### src/hdl/csl_pkg.sv
`timescale 1ns / 1ps

package csl_pkg;

  localparam int LENGTH_WIDTH_DEF = 16;
  localparam int OUT_DEPTH = 4;

  // Token kinds
  localparam logic [5:0] K_IDENT  = 6'd0;
  localparam logic [5:0] K_UINT   = 6'd1;
  localparam logic [5:0] K_KW0    = 6'd2;
  localparam logic [5:0] K_PLUS   = 6'd15;
  localparam logic [5:0] K_MINUS  = 6'd16;
  localparam logic [5:0] K_MULT   = 6'd17;
  localparam logic [5:0] K_DIV    = 6'd18;
  localparam logic [5:0] K_LESS   = 6'd19;
  localparam logic [5:0] K_LEQ    = 6'd20;
  localparam logic [5:0] K_GREAT  = 6'd21;
  localparam logic [5:0] K_GEQ    = 6'd22;
  localparam logic [5:0] K_ASSIGN = 6'd23;
  localparam logic [5:0] K_EQUAL  = 6'd24;
  localparam logic [5:0] K_NEQ    = 6'd25;
  localparam logic [5:0] K_CHAR   = 6'd26;
  localparam logic [5:0] K_STRING = 6'd27;
  localparam logic [5:0] K_LPAR   = 6'd28;
  localparam logic [5:0] K_RPAR   = 6'd29;
  localparam logic [5:0] K_LBRACK = 6'd30;
  localparam logic [5:0] K_RBRACK = 6'd31;
  localparam logic [5:0] K_LBRACE = 6'd32;
  localparam logic [5:0] K_RBRACE = 6'd33;
  localparam logic [5:0] K_COMMA  = 6'd34;
  localparam logic [5:0] K_SEMI   = 6'd35;
  localparam logic [5:0] K_COLON  = 6'd36;
  localparam logic [5:0] K_END    = 6'd37;
  localparam logic [5:0] K_ERROR  = 6'd38;

  // Error codes
  localparam logic [2:0] E_NONE       = 3'd0;
  localparam logic [2:0] E_ILLEGAL    = 3'd1;
  localparam logic [2:0] E_LEAD_ZERO  = 3'd2;
  localparam logic [2:0] E_BAD_CHAR   = 3'd3;
  localparam logic [2:0] E_CHAR_OPEN  = 3'd4;
  localparam logic [2:0] E_STR_OPEN   = 3'd5;
  localparam logic [2:0] E_LONE_BANG  = 3'd6;

  localparam logic [7:0] CH_NUL    = 8'h00;
  localparam logic [7:0] CH_TAB    = 8'h09;
  localparam logic [7:0] CH_LF     = 8'h0A;
  localparam logic [7:0] CH_DQUOTE = 8'h22;
  localparam logic [7:0] CH_SQUOTE = 8'h27;

  localparam int NUM_KW = 13;
  localparam int PREFIX_LEN = 7;

  // First byte of an identifier sits at index 0.
  typedef logic [0:PREFIX_LEN-1][7:0] word_t;

  typedef struct packed {
    logic [5:0]  kind;
    logic [2:0]  err;
    logic [15:0] len;
  } tok_t;

  typedef struct packed {
    logic [5:0]  kind;
    logic [2:0]  err;
    logic [15:0] len;
    logic [15:0] line;
    logic        last;
  } res_t;

  function automatic word_t kw_word(input logic [3:0] k);
    word_t w;
    begin
      case (k)
        4'd0:    w = {"const", 16'h0};
        4'd1:    w = {"int", 32'h0};
        4'd2:    w = {"char", 24'h0};
        4'd3:    w = {"void", 24'h0};
        4'd4:    w = {"main", 24'h0};
        4'd5:    w = {"if", 40'h0};
        4'd6:    w = {"switch", 8'h0};
        4'd7:    w = {"case", 24'h0};
        4'd8:    w = "default";
        4'd9:    w = {"scanf", 16'h0};
        4'd10:   w = {"printf", 8'h0};
        4'd11:   w = {"return", 8'h0};
        4'd12:   w = {"while", 16'h0};
        default: w = '0;
      endcase
      return w;
    end
  endfunction

  function automatic logic [2:0] kw_len(input logic [3:0] k);
    logic [2:0] n;
    begin
      case (k)
        4'd0:    n = 3'd5;
        4'd1:    n = 3'd3;
        4'd2:    n = 3'd4;
        4'd3:    n = 3'd4;
        4'd4:    n = 3'd4;
        4'd5:    n = 3'd2;
        4'd6:    n = 3'd6;
        4'd7:    n = 3'd4;
        4'd8:    n = 3'd7;
        4'd9:    n = 3'd5;
        4'd10:   n = 3'd6;
        4'd11:   n = 3'd6;
        4'd12:   n = 3'd5;
        default: n = 3'd0;
      endcase
      return n;
    end
  endfunction

  function automatic logic is_alpha(input logic [7:0] c);
    return c inside {["a":"z"], ["A":"Z"], "_"};
  endfunction

  function automatic logic is_digit(input logic [7:0] c);
    return c inside {["0":"9"]};
  endfunction

  function automatic tok_t mk_tok(input logic [5:0] kind, input logic [2:0] err,
                                  input logic [15:0] len);
    tok_t t;
    begin
      t.kind = kind;
      t.err  = err;
      t.len  = len;
      return t;
    end
  endfunction

endpackage

### src/hdl/c_subset_lexer.sv
`timescale 1ns / 1ps

// Path: a byte accepted on the input is registered in the scan stage, scanned there, and its
// tokens are registered in the result queue, whose head entry drives the out_ ports.
// Throughput: one byte per cycle while the queue has room for two entries; a byte that yields
// two tokens needs two output transfers, buffered by a 4-entry result queue.
// Reset (rst_n low, synchronous): scanner idle, line count one, queue and stage empty,
// halt flag cleared.
module c_subset_lexer import csl_pkg::*; #(
  parameter int LENGTH_WIDTH = LENGTH_WIDTH_DEF
) (
  input  logic        clk,
  input  logic        rst_n,
  input  logic        in_valid,
  output logic        in_ready,
  input  logic [7:0]  in_source_byte,
  output logic        out_valid,
  input  logic        out_ready,
  output logic [5:0]  out_token_kind,
  output logic [2:0]  out_error_code,
  output logic [15:0] out_token_length,
  output logic [15:0] out_line_number,
  output logic        out_last_of_run
);

  typedef enum logic [3:0] {
    M_IDLE, M_IDENT, M_NUM, M_LT, M_GT, M_EQ, M_BANG, M_CH1, M_CH2, M_STR
  } mode_t;

  localparam int QW = $clog2(OUT_DEPTH);

  mode_t                   mode_r, mode_nxt;
  word_t                   prefix_r, prefix_nxt;
  logic [LENGTH_WIDTH-1:0] cnt_r, cnt_nxt, cnt_bump;
  logic [15:0]             line_r, line_nxt;
  logic                    fdz_r, fdz_nxt;
  logic                    halt_r, halt_nxt;

  logic       s_v_r, s_v_nxt;
  logic [7:0] s_byte_r;
  logic       in_fire, proc, pop;

  res_t       q_r [OUT_DEPTH];
  res_t       q_nxt [OUT_DEPTH];
  logic [QW:0] qcnt_r, qcnt_nxt, qbase;

  tok_t       a_tok, b_tok;
  logic       a_v, b_v, do_start;
  logic [5:0] word_kind;
  logic [7:0] c;
  res_t       r0, r1;

  assign c        = s_byte_r;
  assign proc     = s_v_r && (qcnt_r <= (QW+1)'(OUT_DEPTH - 2));
  assign in_ready = !s_v_r || proc;
  assign in_fire  = in_valid && in_ready;
  assign out_valid = (qcnt_r != '0);
  assign pop       = out_valid && out_ready;
  assign cnt_bump  = (&cnt_r) ? cnt_r : cnt_r + 1'b1;

  always_comb begin
    word_kind = K_IDENT;
    for (int k = NUM_KW - 1; k >= 0; k--) begin
      if (cnt_r == LENGTH_WIDTH'(kw_len(4'(k))) && prefix_r == kw_word(4'(k))) begin
        word_kind = 6'(K_KW0 + 6'(k));
      end
    end
  end

  // One scan step: the first phase finishes the pending token, the second phase
  // starts a new token from the same byte when lookahead ended the old one or none was pending.
  always_comb begin
    mode_nxt   = mode_r;
    prefix_nxt = prefix_r;
    cnt_nxt    = cnt_r;
    line_nxt   = line_r;
    fdz_nxt    = fdz_r;
    halt_nxt   = halt_r;
    a_v        = 1'b0;
    b_v        = 1'b0;
    a_tok      = mk_tok(K_IDENT, E_NONE, 16'd0);
    b_tok      = mk_tok(K_IDENT, E_NONE, 16'd0);
    do_start   = 1'b0;
    if (!halt_r) begin
      case (mode_r)
        M_IDENT: begin
          if (is_alpha(c) || is_digit(c)) begin
            if (cnt_r < LENGTH_WIDTH'(PREFIX_LEN)) begin
              prefix_nxt[cnt_r[2:0]] = c;
            end
            cnt_nxt = cnt_bump;
          end else begin
            a_v      = 1'b1;
            a_tok    = mk_tok(word_kind, E_NONE, 16'(cnt_r));
            do_start = 1'b1;
          end
        end
        M_NUM: begin
          if (is_digit(c)) begin
            cnt_nxt = cnt_bump;
          end else if (fdz_r && cnt_r > LENGTH_WIDTH'(1)) begin
            a_v      = 1'b1;
            a_tok    = mk_tok(K_ERROR, E_LEAD_ZERO, 16'd0);
            halt_nxt = 1'b1;
            mode_nxt = M_IDLE;
          end else begin
            a_v      = 1'b1;
            a_tok    = mk_tok(K_UINT, E_NONE, 16'(cnt_r));
            do_start = 1'b1;
          end
        end
        M_LT, M_GT, M_EQ: begin
          a_v = 1'b1;
          if (c == "=") begin
            a_tok.len = 16'd2;
            case (mode_r)
              M_LT:    a_tok.kind = K_LEQ;
              M_GT:    a_tok.kind = K_GEQ;
              default: a_tok.kind = K_EQUAL;
            endcase
            mode_nxt = M_IDLE;
          end else begin
            a_tok.len = 16'd1;
            case (mode_r)
              M_LT:    a_tok.kind = K_LESS;
              M_GT:    a_tok.kind = K_GREAT;
              default: a_tok.kind = K_ASSIGN;
            endcase
            do_start = 1'b1;
          end
        end
        M_BANG: begin
          a_v = 1'b1;
          if (c == "=") begin
            a_tok    = mk_tok(K_NEQ, E_NONE, 16'd2);
          end else begin
            a_tok    = mk_tok(K_ERROR, E_LONE_BANG, 16'd0);
            halt_nxt = 1'b1;
          end
          mode_nxt = M_IDLE;
        end
        M_CH1: begin
          if (is_alpha(c) || is_digit(c) || c inside {"+", "-", "*", "/"}) begin
            cnt_nxt  = LENGTH_WIDTH'(2);
            mode_nxt = M_CH2;
          end else begin
            a_v      = 1'b1;
            a_tok    = mk_tok(K_ERROR, E_BAD_CHAR, 16'd0);
            halt_nxt = 1'b1;
            mode_nxt = M_IDLE;
          end
        end
        M_CH2: begin
          a_v = 1'b1;
          if (c == CH_SQUOTE) begin
            a_tok    = mk_tok(K_CHAR, E_NONE, 16'd3);
          end else begin
            a_tok    = mk_tok(K_ERROR, E_CHAR_OPEN, 16'd0);
            halt_nxt = 1'b1;
          end
          mode_nxt = M_IDLE;
        end
        M_STR: begin
          if (c == CH_DQUOTE) begin
            cnt_nxt  = cnt_bump;
            a_v      = 1'b1;
            a_tok    = mk_tok(K_STRING, E_NONE, 16'(cnt_bump));
            mode_nxt = M_IDLE;
          end else if (c inside {[8'd32:8'd126]}) begin
            cnt_nxt = cnt_bump;
          end else begin
            a_v      = 1'b1;
            a_tok    = mk_tok(K_ERROR, E_STR_OPEN, 16'd0);
            halt_nxt = 1'b1;
            mode_nxt = M_IDLE;
          end
        end
        default: begin
          do_start = 1'b1;
        end
      endcase

      if (do_start) begin
        mode_nxt = M_IDLE;
        if (c inside {" ", CH_TAB, CH_LF}) begin
          if (c == CH_LF && line_r != 16'hFFFF) begin
            line_nxt = line_r + 16'd1;
          end
        end else if (is_alpha(c)) begin
          prefix_nxt    = '0;
          prefix_nxt[0] = c;
          cnt_nxt       = LENGTH_WIDTH'(1);
          mode_nxt      = M_IDENT;
        end else if (is_digit(c)) begin
          cnt_nxt  = LENGTH_WIDTH'(1);
          fdz_nxt  = (c == "0");
          mode_nxt = M_NUM;
        end else begin
          case (c)
            "<":       mode_nxt = M_LT;
            ">":       mode_nxt = M_GT;
            "=":       mode_nxt = M_EQ;
            "!":       mode_nxt = M_BANG;
            CH_SQUOTE: begin
              cnt_nxt  = LENGTH_WIDTH'(1);
              mode_nxt = M_CH1;
            end
            CH_DQUOTE: begin
              cnt_nxt  = LENGTH_WIDTH'(1);
              mode_nxt = M_STR;
            end
            "+": begin b_v = 1'b1; b_tok = mk_tok(K_PLUS,   E_NONE, 16'd1); end
            "-": begin b_v = 1'b1; b_tok = mk_tok(K_MINUS,  E_NONE, 16'd1); end
            "*": begin b_v = 1'b1; b_tok = mk_tok(K_MULT,   E_NONE, 16'd1); end
            "/": begin b_v = 1'b1; b_tok = mk_tok(K_DIV,    E_NONE, 16'd1); end
            "(": begin b_v = 1'b1; b_tok = mk_tok(K_LPAR,   E_NONE, 16'd1); end
            ")": begin b_v = 1'b1; b_tok = mk_tok(K_RPAR,   E_NONE, 16'd1); end
            "[": begin b_v = 1'b1; b_tok = mk_tok(K_LBRACK, E_NONE, 16'd1); end
            "]": begin b_v = 1'b1; b_tok = mk_tok(K_RBRACK, E_NONE, 16'd1); end
            "{": begin b_v = 1'b1; b_tok = mk_tok(K_LBRACE, E_NONE, 16'd1); end
            "}": begin b_v = 1'b1; b_tok = mk_tok(K_RBRACE, E_NONE, 16'd1); end
            ",": begin b_v = 1'b1; b_tok = mk_tok(K_COMMA,  E_NONE, 16'd1); end
            ";": begin b_v = 1'b1; b_tok = mk_tok(K_SEMI,   E_NONE, 16'd1); end
            ":": begin b_v = 1'b1; b_tok = mk_tok(K_COLON,  E_NONE, 16'd1); end
            CH_NUL: begin
              b_v      = 1'b1;
              b_tok    = mk_tok(K_END, E_NONE, 16'd0);
              halt_nxt = 1'b1;
            end
            default: begin
              b_v      = 1'b1;
              b_tok    = mk_tok(K_ERROR, E_ILLEGAL, 16'd0);
              halt_nxt = 1'b1;
            end
          endcase
        end
      end
    end
  end

  // Pack the step's tokens into queue entries; the last one carries the run mark.
  always_comb begin
    r0.kind = a_v ? a_tok.kind : b_tok.kind;
    r0.err  = a_v ? a_tok.err  : b_tok.err;
    r0.len  = a_v ? a_tok.len  : b_tok.len;
    r0.line = line_r;
    r0.last = !(a_v && b_v);
    r1.kind = b_tok.kind;
    r1.err  = b_tok.err;
    r1.len  = b_tok.len;
    r1.line = line_r;
    r1.last = 1'b1;
  end

  // Result queue: entry 0 is the head, entries shift down on a pop.
  always_comb begin
    for (int i = 0; i < OUT_DEPTH; i++) begin
      q_nxt[i] = q_r[i];
    end
    if (pop) begin
      for (int i = 0; i < OUT_DEPTH - 1; i++) begin
        q_nxt[i] = q_r[i+1];
      end
    end
    qbase    = qcnt_r - (QW+1)'(pop);
    qcnt_nxt = qbase;
    if (proc && (a_v || b_v)) begin
      q_nxt[qbase[QW-1:0]] = r0;
      qcnt_nxt             = qbase + (QW+1)'(1);
      if (a_v && b_v) begin
        q_nxt[QW'(qbase[QW-1:0] + 1'b1)] = r1;
        qcnt_nxt                          = qbase + (QW+1)'(2);
      end
    end
    s_v_nxt = in_fire ? 1'b1 : (proc ? 1'b0 : s_v_r);
  end

  always_ff @(posedge clk) begin
    if (!rst_n) begin
      mode_r   <= M_IDLE;
      prefix_r <= '0;
      cnt_r    <= '0;
      line_r   <= 16'd1;
      fdz_r    <= 1'b0;
      halt_r   <= 1'b0;
      s_v_r    <= 1'b0;
      qcnt_r   <= '0;
    end else begin
      s_v_r  <= s_v_nxt;
      qcnt_r <= qcnt_nxt;
      if (in_fire) begin
        s_byte_r <= in_source_byte;
      end
      for (int i = 0; i < OUT_DEPTH; i++) begin
        q_r[i] <= q_nxt[i];
      end
      if (proc) begin
        mode_r   <= mode_nxt;
        prefix_r <= prefix_nxt;
        cnt_r    <= cnt_nxt;
        line_r   <= line_nxt;
        fdz_r    <= fdz_nxt;
        halt_r   <= halt_nxt;
      end
    end
  end

  assign out_token_kind   = q_r[0].kind;
  assign out_error_code   = q_r[0].err;
  assign out_token_length = q_r[0].len;
  assign out_line_number  = q_r[0].line;
  assign out_last_of_run  = q_r[0].last;

`ifndef ASSERT_OFF
  a_queue_bound: assert property (@(posedge clk) disable iff (!rst_n)
    qcnt_r <= (QW+1)'(OUT_DEPTH))
    else $error("result queue overflow");

  a_halted_silent: assert property (@(posedge clk) disable iff (!rst_n)
    (halt_r && proc) |=> (qcnt_r <= $past(qcnt_r)))
    else $error("halted scanner produced a token");

  a_final_last: assert property (@(posedge clk) disable iff (!rst_n)
    (out_valid && (out_token_kind == K_ERROR || out_token_kind == K_END))
      |-> out_last_of_run)
    else $error("end or error token not last of its run");

  a_line_nonzero: assert property (@(posedge clk) disable iff (!rst_n)
    line_r != 16'd0)
    else $error("line count reached zero");
`endif

endmodule
### config.mk
export PLATFORM = sky130hd
export DESIGN_NAME = c_subset_lexer
export DESIGN_NICKNAME = d
export VERILOG_FILES = /design/src/hdl/csl_pkg.sv /design/src/hdl/c_subset_lexer.sv
export SDC_FILE = /design/constraint.sdc
export NUM_CORES = 1
export LEC_CHECK = 0
export ABC_AREA = 0
export BUFFER_PORTS_ARGS = -buffer_cell sky130_fd_sc_hd__buf_2
export CAP_MARGIN = 20
export CORE_MARGIN = 4
export CORE_UTILIZATION = 57
export DETAILED_ROUTE_END_ITERATION = 12
export MAX_ROUTING_LAYER = met4
export PLACE_DENSITY = 0.76
export SKIP_LAST_GASP = 1
export SYNTH_ARGS = -nofsm -noshare
export SYNTH_HDL_FRONTEND = slang
export SYNTH_SLANG_ARGS = --single-unit
export TNS_END_PERCENT = 10
### constraint.sdc
create_clock -name clk -period 4.8 [get_ports clk]
set_input_delay 0.48 -clock clk [delete_from_list [all_inputs] [get_ports clk]]
set_output_delay 0.48 -clock clk [all_outputs]
set_load 0.02 [all_outputs]
==> results of run 1 <==
routing by layer:
metal	vias to the layer above	GRT usage	part of all wire
met1	6972	0.4355	0.43
met4	0	0.09894	0.036
met3	137	0.03579	0.074
li1	6636	-	-
met5	-	-	0
met2	749	0.4872	0.46
worst reg2reg max path, delay by kind of cell (launching register included):
family | cells | cell delay [ns]
and+or+nand+nor | 4 | 1.48
AOI/OAI and AO/OA | 4 | 1.61
buffers and inverters | 1 | 0.33
DFF | 1 | 0.80
power groups by stage:
stage | Sequential, mW | Combinational (mW) | Clock, mW
floorplan | 3.69 | 2.31 | 0
global placement | 3.58 | 3.32 | 0
detailed placement | 3.60 | 3.40 | 0
CTS | 3.56 | 3.41 | 2.43
global route | 3.62 | 3.75 | 2.53
finish | 3.57 | 3.49 | 2.39
cell type report:
type,instances,area (sq um),share of cell area
clock buffer,38,830.8,0.04589
clock inverter,16,193.9,0.01071
inverter,21,80.08,0.004423
multi-input combinational,1301,8611,0.4756
sequential,274,7247,0.4003
tap,378,473.0,0.02612
timing repair buffer,105,669.4,0.03697
state kept, by name, summed over array words and instances (netlist names):
register  flops
mode_r        4
cnt_r        16
qcnt_r        3
prefix_r     56
q_r         168
c             8
halt_r        1
fdz_r         1
line_r       16
s_v_r         1
cell usage after synthesis, types with 10 or more instances:
cell type | instances | share of area
edfxtp_1 | 176 | 0.32
dfxtp_1 | 98 | 0.12
and3_1 | 14 | 0.0053
inv_1 | 19 | 0.0043
nand2b_1 | 11 | 0.0042
o211ai_1 | 14 | 0.0064
or2_2 | 11 | 0.0042
o2bb2ai_1 | 23 | 0.012
nand3_1 | 52 | 0.016
o21ai_1 | 37 | 0.011
or3_1 | 41 | 0.016
o21a_1 | 11 | 0.0050
and2_1 | 21 | 0.0080
nor2_1 | 141 | 0.032
o21ai_0 | 67 | 0.020
nor3_1 | 40 | 0.012
a21o_1 | 15 | 0.0069
a21oi_2 | 10 | 0.0053
nand4_1 | 29 | 0.011
mux2i_1 | 133 | 0.081
a21oi_1 | 89 | 0.027
nand2_1 | 166 | 0.038
nor2b_1 | 18 | 0.0069
or4_1 | 10 | 0.0046
ha_1 | 12 | 0.0091
clkbuf_1 | 80 | 0.018
a32o_1 | 22 | 0.013
o22ai_1 | 53 | 0.020
nor4_1 | 27 | 0.010
buf_2 | 31 | 0.0094
nor4b_1 | 16 | 0.0085
a31oi_1 | 21 | 0.0080
how the worst min path moves through the flow:
stage	from	end	slack (ns)	depth (start not counted)
global route	in_source_byte[1]	c[1]	0.08	1
floorplan	prefix_r[55]	prefix_r[55]	0.41	2
CTS	in_source_byte[5]	c[5]	0.08	1
finish	in_source_byte[5]	c[5]	0.09	1
global placement	prefix_r[55]	prefix_r[55]	0.41	2
detailed placement	prefix_r[55]	prefix_r[55]	0.42	2
stage by stage:
stage                 util  setup slack, ns  power (mW)  hold WS (ns)
global route        0.6446           0.2160       9.910       0.07741
floorplan                -           0.1824       6.003        0.4054
finish              0.6446           0.3668       9.450       0.09096
global placement    0.6081           0.6966       6.900        0.4121
CTS                 0.6446           0.5737       9.403       0.08016
detailed placement  0.6081           0.5795       7.001        0.4173
kinds of logic (layout without fill, tap and decap cells):
group                    Yosys count  after routing
buffers and inverters            146            180
flip-flops                       274            274
AND/OR/NAND/NOR                  668            668
adder cells (fa/ha/maj)           12             12
XOR/XNOR                          10             10
multiplexers                     151            151
AO/OA/AOI/OAI                    460            460
==> results.yml, run 1 <==
sta:
  max_slew.worst_pin.slew_ns: 1.055
  fin_crit_sh: 0.9236
  tns_ns: 0
  finClkSkew_ns: 0.01465
  hold_viol_final: 0
  finalMaxSlewViolations: 0
  setup_viol: 0
  slew_headroom: 0.2968
  rsz0062_at_grt: "false"
  max_freq_mhz: 225.6
  period_needed_ns: 4.433
pwr:
  p_comb_frac: 0.369
  p_int_mw: 5.994
  powerDensity_nw_per_um2: 522.0
  pwr-share-clk: 0.253
  p_leak_nw: 6.403
  netSwitchingFraction: 0.3658
  pwr-share-seq: 0.378
  ir_drop_mv: 0.4232
  power.net_switching_mw: 3.457
worst_setup_path:
  r2r_cells: 9
  cp_slowest_cell: "edfxtp_1"
  crit_path_cell_trace: "buf_4 > o21ai_1 > nand2_1 > nand2_1 > o211ai_2 > nand2_1 > a21oi_4 > nand3_1 > o32ai_1"
  setup.worst_path.end_class: "flop"
  startpoint: "c[1]"
  cp_common_cell: "nand2_1"
  worstReg2RegEnd: "q_r[2][32]"
  worst-path-max-fanout: 17
  path_class: "reg -> reg"
  r2r_start: "c[1]"
  max_stage_delay_ns: 0.80
  arrival_ns: 4.78
  cp.required_ns: 5.15
  critPathCapture: "q_r[2][32]"
  regToRegSetupSlack_ns: 0.37
  path_buf_inv: 1
  crit_family: "compound AO/OA/AOI/OAI gates"
  crit_cells: 9
  critPathLaunchType: "flop"
yosys:
  muxShareOfSynthArea: 0.09335
  synth_compound_area_frac: 0.1956
  seq_area_frac_synth: 0.4410
  synth.avg_cell_area_sq_um: 9.549
  synthSimpleGateAreaFrac: 0.2178
  ys_async_sr_fraction: 0
  ys_ff_latch: 274
  yosys_warnings: 0
  synth_xor_area_frac: 0.005330
  syn_nets: 1745
  ys_dominant_reg_cell: "edfxtp_1"
  synth_top_family_by_area: "simple AND/OR/NAND/NOR gates"
  syn_area_sq_um: 16430
  synth_edf_count: 176
  synth.distinct_cells: 102
  synthCells: 1721
  synth_fa_ha_area_frac: 0.009137
clocking:
  clockBufferDepth: 3
  clock_sinks: 274
  clk_pin_slew_ns: 0.06
  cts_buffers: 29
  post-cts-setup-buffers: 0
  holdBufCountCts: 0
  clk-insertion-delay-late_ns: 0.56
  cts-root-buf: "clkbuf_16"
  ctsHtreeMaxLevel: 1
  cts-resized-gates: 0
  cts_tree: "done"
layout:
  antenna_cells: 0
  synthToLayoutAreaGrowth_pct: 10.17
  final_common_cell: "edfxtp_1"
  final_cell_area_sq_um: 18100
  mostFrequentLayoutCells: "176 x edfxtp_1, 165 x nand2_1, 140 x nor2_1"
  drive_gt1_frac: 0.1293
  final_cells: 2133
  nNetsFinal: 1756
  fill_cells: 2356
die:
  die_h_microns: 177.8
  placementRows: 61
  ios: 56
  initial_core_util: 0.5851
  die_area_sq_um: 31610
  die_w_microns: 177.8
  coreArea_sq_um: 28090
routing:
  routed_via_density: 6.795
  ant_nets: 0
  wl_microns: 48760
  dr.pass1.iters: 6
  post-route-drc-count: 0
  vias: 14490
  drtIter0Drc: 1825
  wl_per_cell_microns: 22.86
placement:
  place_congestion: 0.9792
  hpwl_microns: 33600
  place_area_sq_um: 17080
  dpl.cell_count: 2079
  port_buffers: 55
min_path:
  min-delay-path-class: "in -> reg"
global_routing:
  grt_pass1_vias: 13890
  grt_pass1_wl_microns: 77870
  grt_max_degree: 79
  grt.total_usage: 0.3140
  antenna_found_initial: 0
  grt_overflow_total: 0
run_status:
  status: "completed"
run:
  maxCapViolations: 0
(Power assumes the default switching activity.)
==> run 2: changes to the inputs <==
SETUP_SLACK_MARGIN = 0.4   (was default)
==> run 2 against run 1 <==
  * Clock skew shrank 0.0017 ns
  * Hold slack improved by 0.0023 ns
  * Sequential share of layout area rose by 0.18 points
  * Utilization decreased by 0.29 points
  * Flip-flop and latch count did not move
  * Combinational power is essentially flat
  * Cell count hardly changed
  * Sequential power about the same
  * Critical path type unchanged
  * Largest power group unchanged
==> results.yml, run 2 (synthesis results as in run 1) <==
run_status:
  status: "completed"
sta:
  max_slew.worst_pin.slew_ns: 1.055
  tns_ns: 0
  finalMaxSlewViolations: 0
  hold-worst-slack_ns: 0.09324
  period_needed_ns: 4.091
  finClkSkew_ns: 0.01299
  rsz0062_at_grt: "true"
  setup_viol: 0
  setup_ws_ns: 0.7092
  max_freq_mhz: 244.5
  fin_crit_sh: 0.8522
  hold_viol_final: 0
  slew_headroom: 0.2967
worst_setup_path:
  arrival_ns: 4.50
  cp_slowest_cell: "edfxtp_1"
  setup.worst_path.end_class: "flop"
  critPathLaunchType: "flop"
  cp.required_ns: 5.21
  crit_family: "compound AO/OA/AOI/OAI gates"
  max_stage_delay_ns: 0.68
  path_class: "reg -> reg"
  worst-path-max-fanout: 21
  crit_path_cell_trace: "buf_4 > o21ai_1 > nand2_1 > nand2_1 > o211ai_2 > nand2_1 > a21oi_4 > buf_4 > nand2_1 > o22ai_1"
  cp_common_cell: "nand2_1"
  path_buf_inv: 2
clocking:
  cts_tree: "done"
  clockBufferDepth: 3
  clk-insertion-delay-late_ns: 0.57
  clock_sinks: 274
  clk_pin_slew_ns: 0.06
  cts-root-buf: "clkbuf_16"
  cts_buffers: 29
  ctsHtreeMaxLevel: 1
pwr:
  ir_drop_mv: 0.3361
  powerDensity_nw_per_um2: 515.4
  report.power.total_mw: 9.289
  p_leak_nw: 6.351
layout:
  regArea_sq_um: 7247
  fill_cells: 2379
  utilization: 0.6418
  final_cells: 2132
  synthToLayoutAreaGrowth_pct: 9.685
  final_common_cell: "edfxtp_1"
  mostFrequentLayoutCells: "176 x edfxtp_1, 165 x nand2_1, 140 x nor2_1"
  multi_input_area_sq_um: 8616
  largest_reg_flops: 168
  final_cell_area_sq_um: 18020
  nNetsFinal: 1755
  top_regs: "q_r (168), prefix_r (56)"
  drive_gt1_frac: 0.1271
  largest_register: "q_r"
  antenna_cells: 0
placement:
  place_area_sq_um: 17070
  place_congestion: 0.9569
  port_buffers: 55
  pre_cts_slack_ns: 0.7007
  dpl.cell_count: 2078
  hpwl_microns: 33470
routing:
  post-route-drc-count: 0
  wl_per_cell_microns: 22.89
  drtIter0Drc: 1871
  wl_microns: 48800
  vias: 14460
  dr.pass1.iters: 6
  ant_nets: 0
  routed_via_density: 6.782
global_routing:
  grt_pass1_vias: 13600
  antenna_found_initial: 0
  grt-busiest-layer: "met2"
  use_met1: 0.4292
  grt.total_usage: 0.3108
  grt_pass1_wl_microns: 77020
  grt_overflow_total: 0
  met2_usage: 0.4804
  grt_max_degree: 73
  grtUsageMet3: 0.04495
run:
  maxCapViolations: 0
die:
  placementRows: 61
  initial_core_util: 0.5851
  coreArea_sq_um: 28090
  die_w_microns: 177.8
  ios: 56
  die_h_microns: 177.8
  die_area_sq_um: 31610
min_path:
  min-delay-path-class: "in -> reg"
-- run 2: cell count changes in the layout (fill, tap and decap cells not counted), moves of 2 or more --
cell        before  now
clkinvlp_4       1    3
clkbuf_1         3    5
clkbuf_8         5    0
clkinv_4         1    3
clkinv_1         4    6
-- run 2: what timing repair did --
item | 4_1_cts | 5_1_grt
resized for setup | 0 | 1
hold endpoints to repair | 0 | 0
buffers inserted | 0 | 0
hold buffers | 0 | 0
endpoints found under the setup margin | 0 | 6
-- run 2: cell type report --
class / instances / area share
well taps: 378 / 0.02624
clock inverters: 20 / 0.01125
flip-flops and latches: 274 / 0.4021
multi-input cells: 1301 / 0.4780
repair buffers: 104 / 0.03672
inverters: 21 / 0.004443
clock buffers: 34 / 0.04130
-- run 2: path summary, 6_finish.rpt --
check                         start           end  slack (ns)  cells past startpoint
hold / removal    in_source_byte[4]          c[4]        0.09                      1
setup reg to reg               c[1]    q_r[0][26]        0.71                     10
hold reg to reg        prefix_r[55]  prefix_r[55]        0.45                      2
setup / recovery               c[1]    q_r[0][26]        0.71                     10
-- run 2: power breakdown --
group | switching [mW] | internal, mW | total (mW)
sequential | 0.309 | 3.26 | 3.57
combinational | 2.17 | 1.30 | 3.47
clock | 0.962 | 1.28 | 2.24
-- run 2: metal layers --
layer | wire length [microns] | share of wire | vias to the layer above
li1 | - | - | 6633
met1 | 20860 | 0.43 | 7001
met2 | 22640 | 0.46 | 700
met3 | 3824 | 0.078 | 126
met4 | 1475 | 0.030 | 0
met5 | 0 | 0 | -
==> run 3: changes to the inputs <==
CORE_UTILIZATION = 63   (was 57)
PLACE_DENSITY = 0.8   (was 0.76)
clock period = 4.2 ns   (was 4.8 ns; I/O delays follow)
==> run 3 against run 2 <==
  * Wire length increased by 2.6%
  * Cell count decreased by 1.2%
  * Sequential share of layout area decreased by 0.48 points
  * Utilization increased by 7.7 points
  * Total power increased by 18%
  * Sequential power increased by 14%
  * Flip-flop and latch count unchanged
  * Largest cell class unchanged
  * Die area decreased by 9.1%
  * Hold slack got worse by 0.053 ns
  * Via count increased by 2.7%
  * Combinational power increased by 19%
==> results.yml, run 3 (synthesis results as in run 1) <==
worst_setup_path:
  worstReg2RegEnd: "q_r[1][27]"
  path_class: "reg -> reg"
  arrival_ns: 4.08
  cp.required_ns: 4.50
  regToRegSetupSlack_ns: 0.42
  r2r_cells: 9
  worst-path-max-fanout: 32
  setup.worst_path.end_class: "flop"
  r2r_start: "c[6]"
  critPathLaunchType: "flop"
placement:
  place_congestion: 1.008
  hpwl_microns: 34490
  port_buffers: 55
layout:
  top_regs: "q_r (168), prefix_r (56)"
  largest_reg_flops: 168
  synthToLayoutAreaGrowth_pct: 11.02
  drive_gt1_frac: 0.1413
  fill_cells: 1923
  antenna_cells: 0
  final_common_cell: "edfxtp_1"
  mostFrequentLayoutCells: "176 x edfxtp_1, 164 x nand2_1, 140 x nor2_1"
  largest_register: "q_r"
  nNetsFinal: 1778
die:
  die_w_microns: 169.5
  placementRows: 58
  die_h_microns: 169.5
  coreArea_sq_um: 25400
  initial_core_util: 0.6470
  die_area_sq_um: 28730
  ios: 56
routing:
  routed_via_density: 7.053
  ant_nets: 0
  dr.pass1.iters: 9
  drtIter0Drc: 1927
  wl_per_cell_microns: 23.78
  post-route-drc-count: 0
  wl_microns: 50080
  vias: 14850
clocking:
  ctsHtreeMaxLevel: 1
  cts_tree: "done"
  cts_buffers: 28
  clock_sinks: 274
  cts-root-buf: "clkbuf_16"
  clockBufferDepth: 3
  clk-insertion-delay-late_ns: 0.56
  clk_pin_slew_ns: 0.06
  holdBufCountCts: 0
sta:
  fin_crit_sh: 0.8997
  max_freq_mhz: 264.6
  finClkSkew_ns: 0.01781
  slew_headroom: 0.2554
  tns_ns: 0
  max_slew.worst_pin.slew_ns: 1.117
  setup_viol: 0
  period_needed_ns: 3.779
  rsz0062_at_grt: "true"
  finalMaxSlewViolations: 0
  hold_viol_final: 0
  hold-worst-slack_ns: 0.04000
run_status:
  status: "completed"
min_path:
  hold_end: "c[4]"
  holdPathStages: 1
  min-delay-path-class: "in -> reg"
  hold_start: "in_source_byte[4]"
pwr:
  powerDensity_nw_per_um2: 600.0
  pwr-share-seq: 0.372
  netSwitchingFraction: 0.3656
  p_int_mw: 6.944
  pwr-share-clk: 0.250
  power.net_switching_mw: 4.002
  ir_drop_mv: 0.7660
  p_comb_frac: 0.378
  p_leak_nw: 6.527
global_routing:
  grt.total_usage: 0.3469
  antenna_found_initial: 0
  grt_overflow_total: 0
  grt_max_degree: 83
  grt_pass1_vias: 14070
  grt_pass1_wl_microns: 78320
run:
  maxCapViolations: 0
## run 3: cell count changes in the layout (fill, tap and decap cells not counted), sizes merged
cell / delta
clkinvlp: -3
nor2: +1
bufinv: +3
clkinv: -2
inv: +2
clkbuf: -2
buf: +23
## run 3: how the worst max path moves through the flow
stage | end | startpoint | cells past startpoint | slack [ns]
finish | q_r[1][27] | c[6] | 9 | 0.42
global route | q_r[1][19] | c[6] | 9 | 0.32
CTS | q_r[3][10] | c[4] | 9 | 0.52
detailed placement | q_r[3][5] | c[4] | 9 | 0.53
global placement | q_r[1][36] | cnt_r[1] | 10 | 0.63
floorplan | q_r[1][19] | qcnt_r[2] | 15 | 0.29
## run 3: timing repair
| action | CTS | global route |
|---|---|---|
| setup endpoints to repair | 0 | 37 |
| setup buffers | 0 | 2 |
| gates resized for setup | 0 | 1 |
## run 3: power by group through the flow
stage          Sequential [mW]  Combinational, mW  Clock (mW)
6_report                  4.07               4.14        2.73
5_1_grt                   4.13               4.42        2.87
4_1_cts                   4.06               4.03        2.76
3_5_place_dp              4.11               3.99           0
3_3_place_gp              4.07               3.86           0
2_1_floorplan             4.22               2.65           0
## run 3: layout make-up
class / instances / area, sq um / share of cell area
flip-flops and latches: 274 / 7247 / 0.3972
inverters: 21 / 78.83 / 0.004321
clock inverters: 20 / 266.5 / 0.01461
multi-input cells: 1302 / 8620 / 0.4725
repair buffers: 127 / 872.1 / 0.04780
clock buffers: 32 / 747.0 / 0.04094
well taps: 330 / 412.9 / 0.02263
## run 3: routing by layer
layer  wire length (microns)  up-vias  track usage
li1                        -     6691            -
met1                   20540     7116       0.4699
met2                   23030      879       0.5395
met3                    4522      168      0.05474
met4                    1986        0       0.1131
met5                       0        -            -
## run 3: worst max-delay path, cell delays in order, from the launching register on
cell and delay, ns:
edfxtp_1 0.62, nand4bb_1 0.40, or4_1 0.66, a21oi_2 0.22, o211a_2 0.25, nor2_4 0.08
o21ai_2 0.34, buf_4 0.43, nor3_1 0.13, or3_1 0.38
## run 3: per-stage QoR
step                cells  total power, mW  setup slack (ns)  instance area, sq um  utilization
floorplan            1721            6.870            0.2937                 16450            -
global placement     2051            7.937            0.6342                 17190       0.6769
detailed placement   2051            8.099            0.5294                 17190       0.6769
CTS                  2103            10.85            0.5196                 18210       0.7168
global route         2106            11.43            0.3202                 18240       0.7183
finish               2106            10.95            0.4211                 18240       0.7183
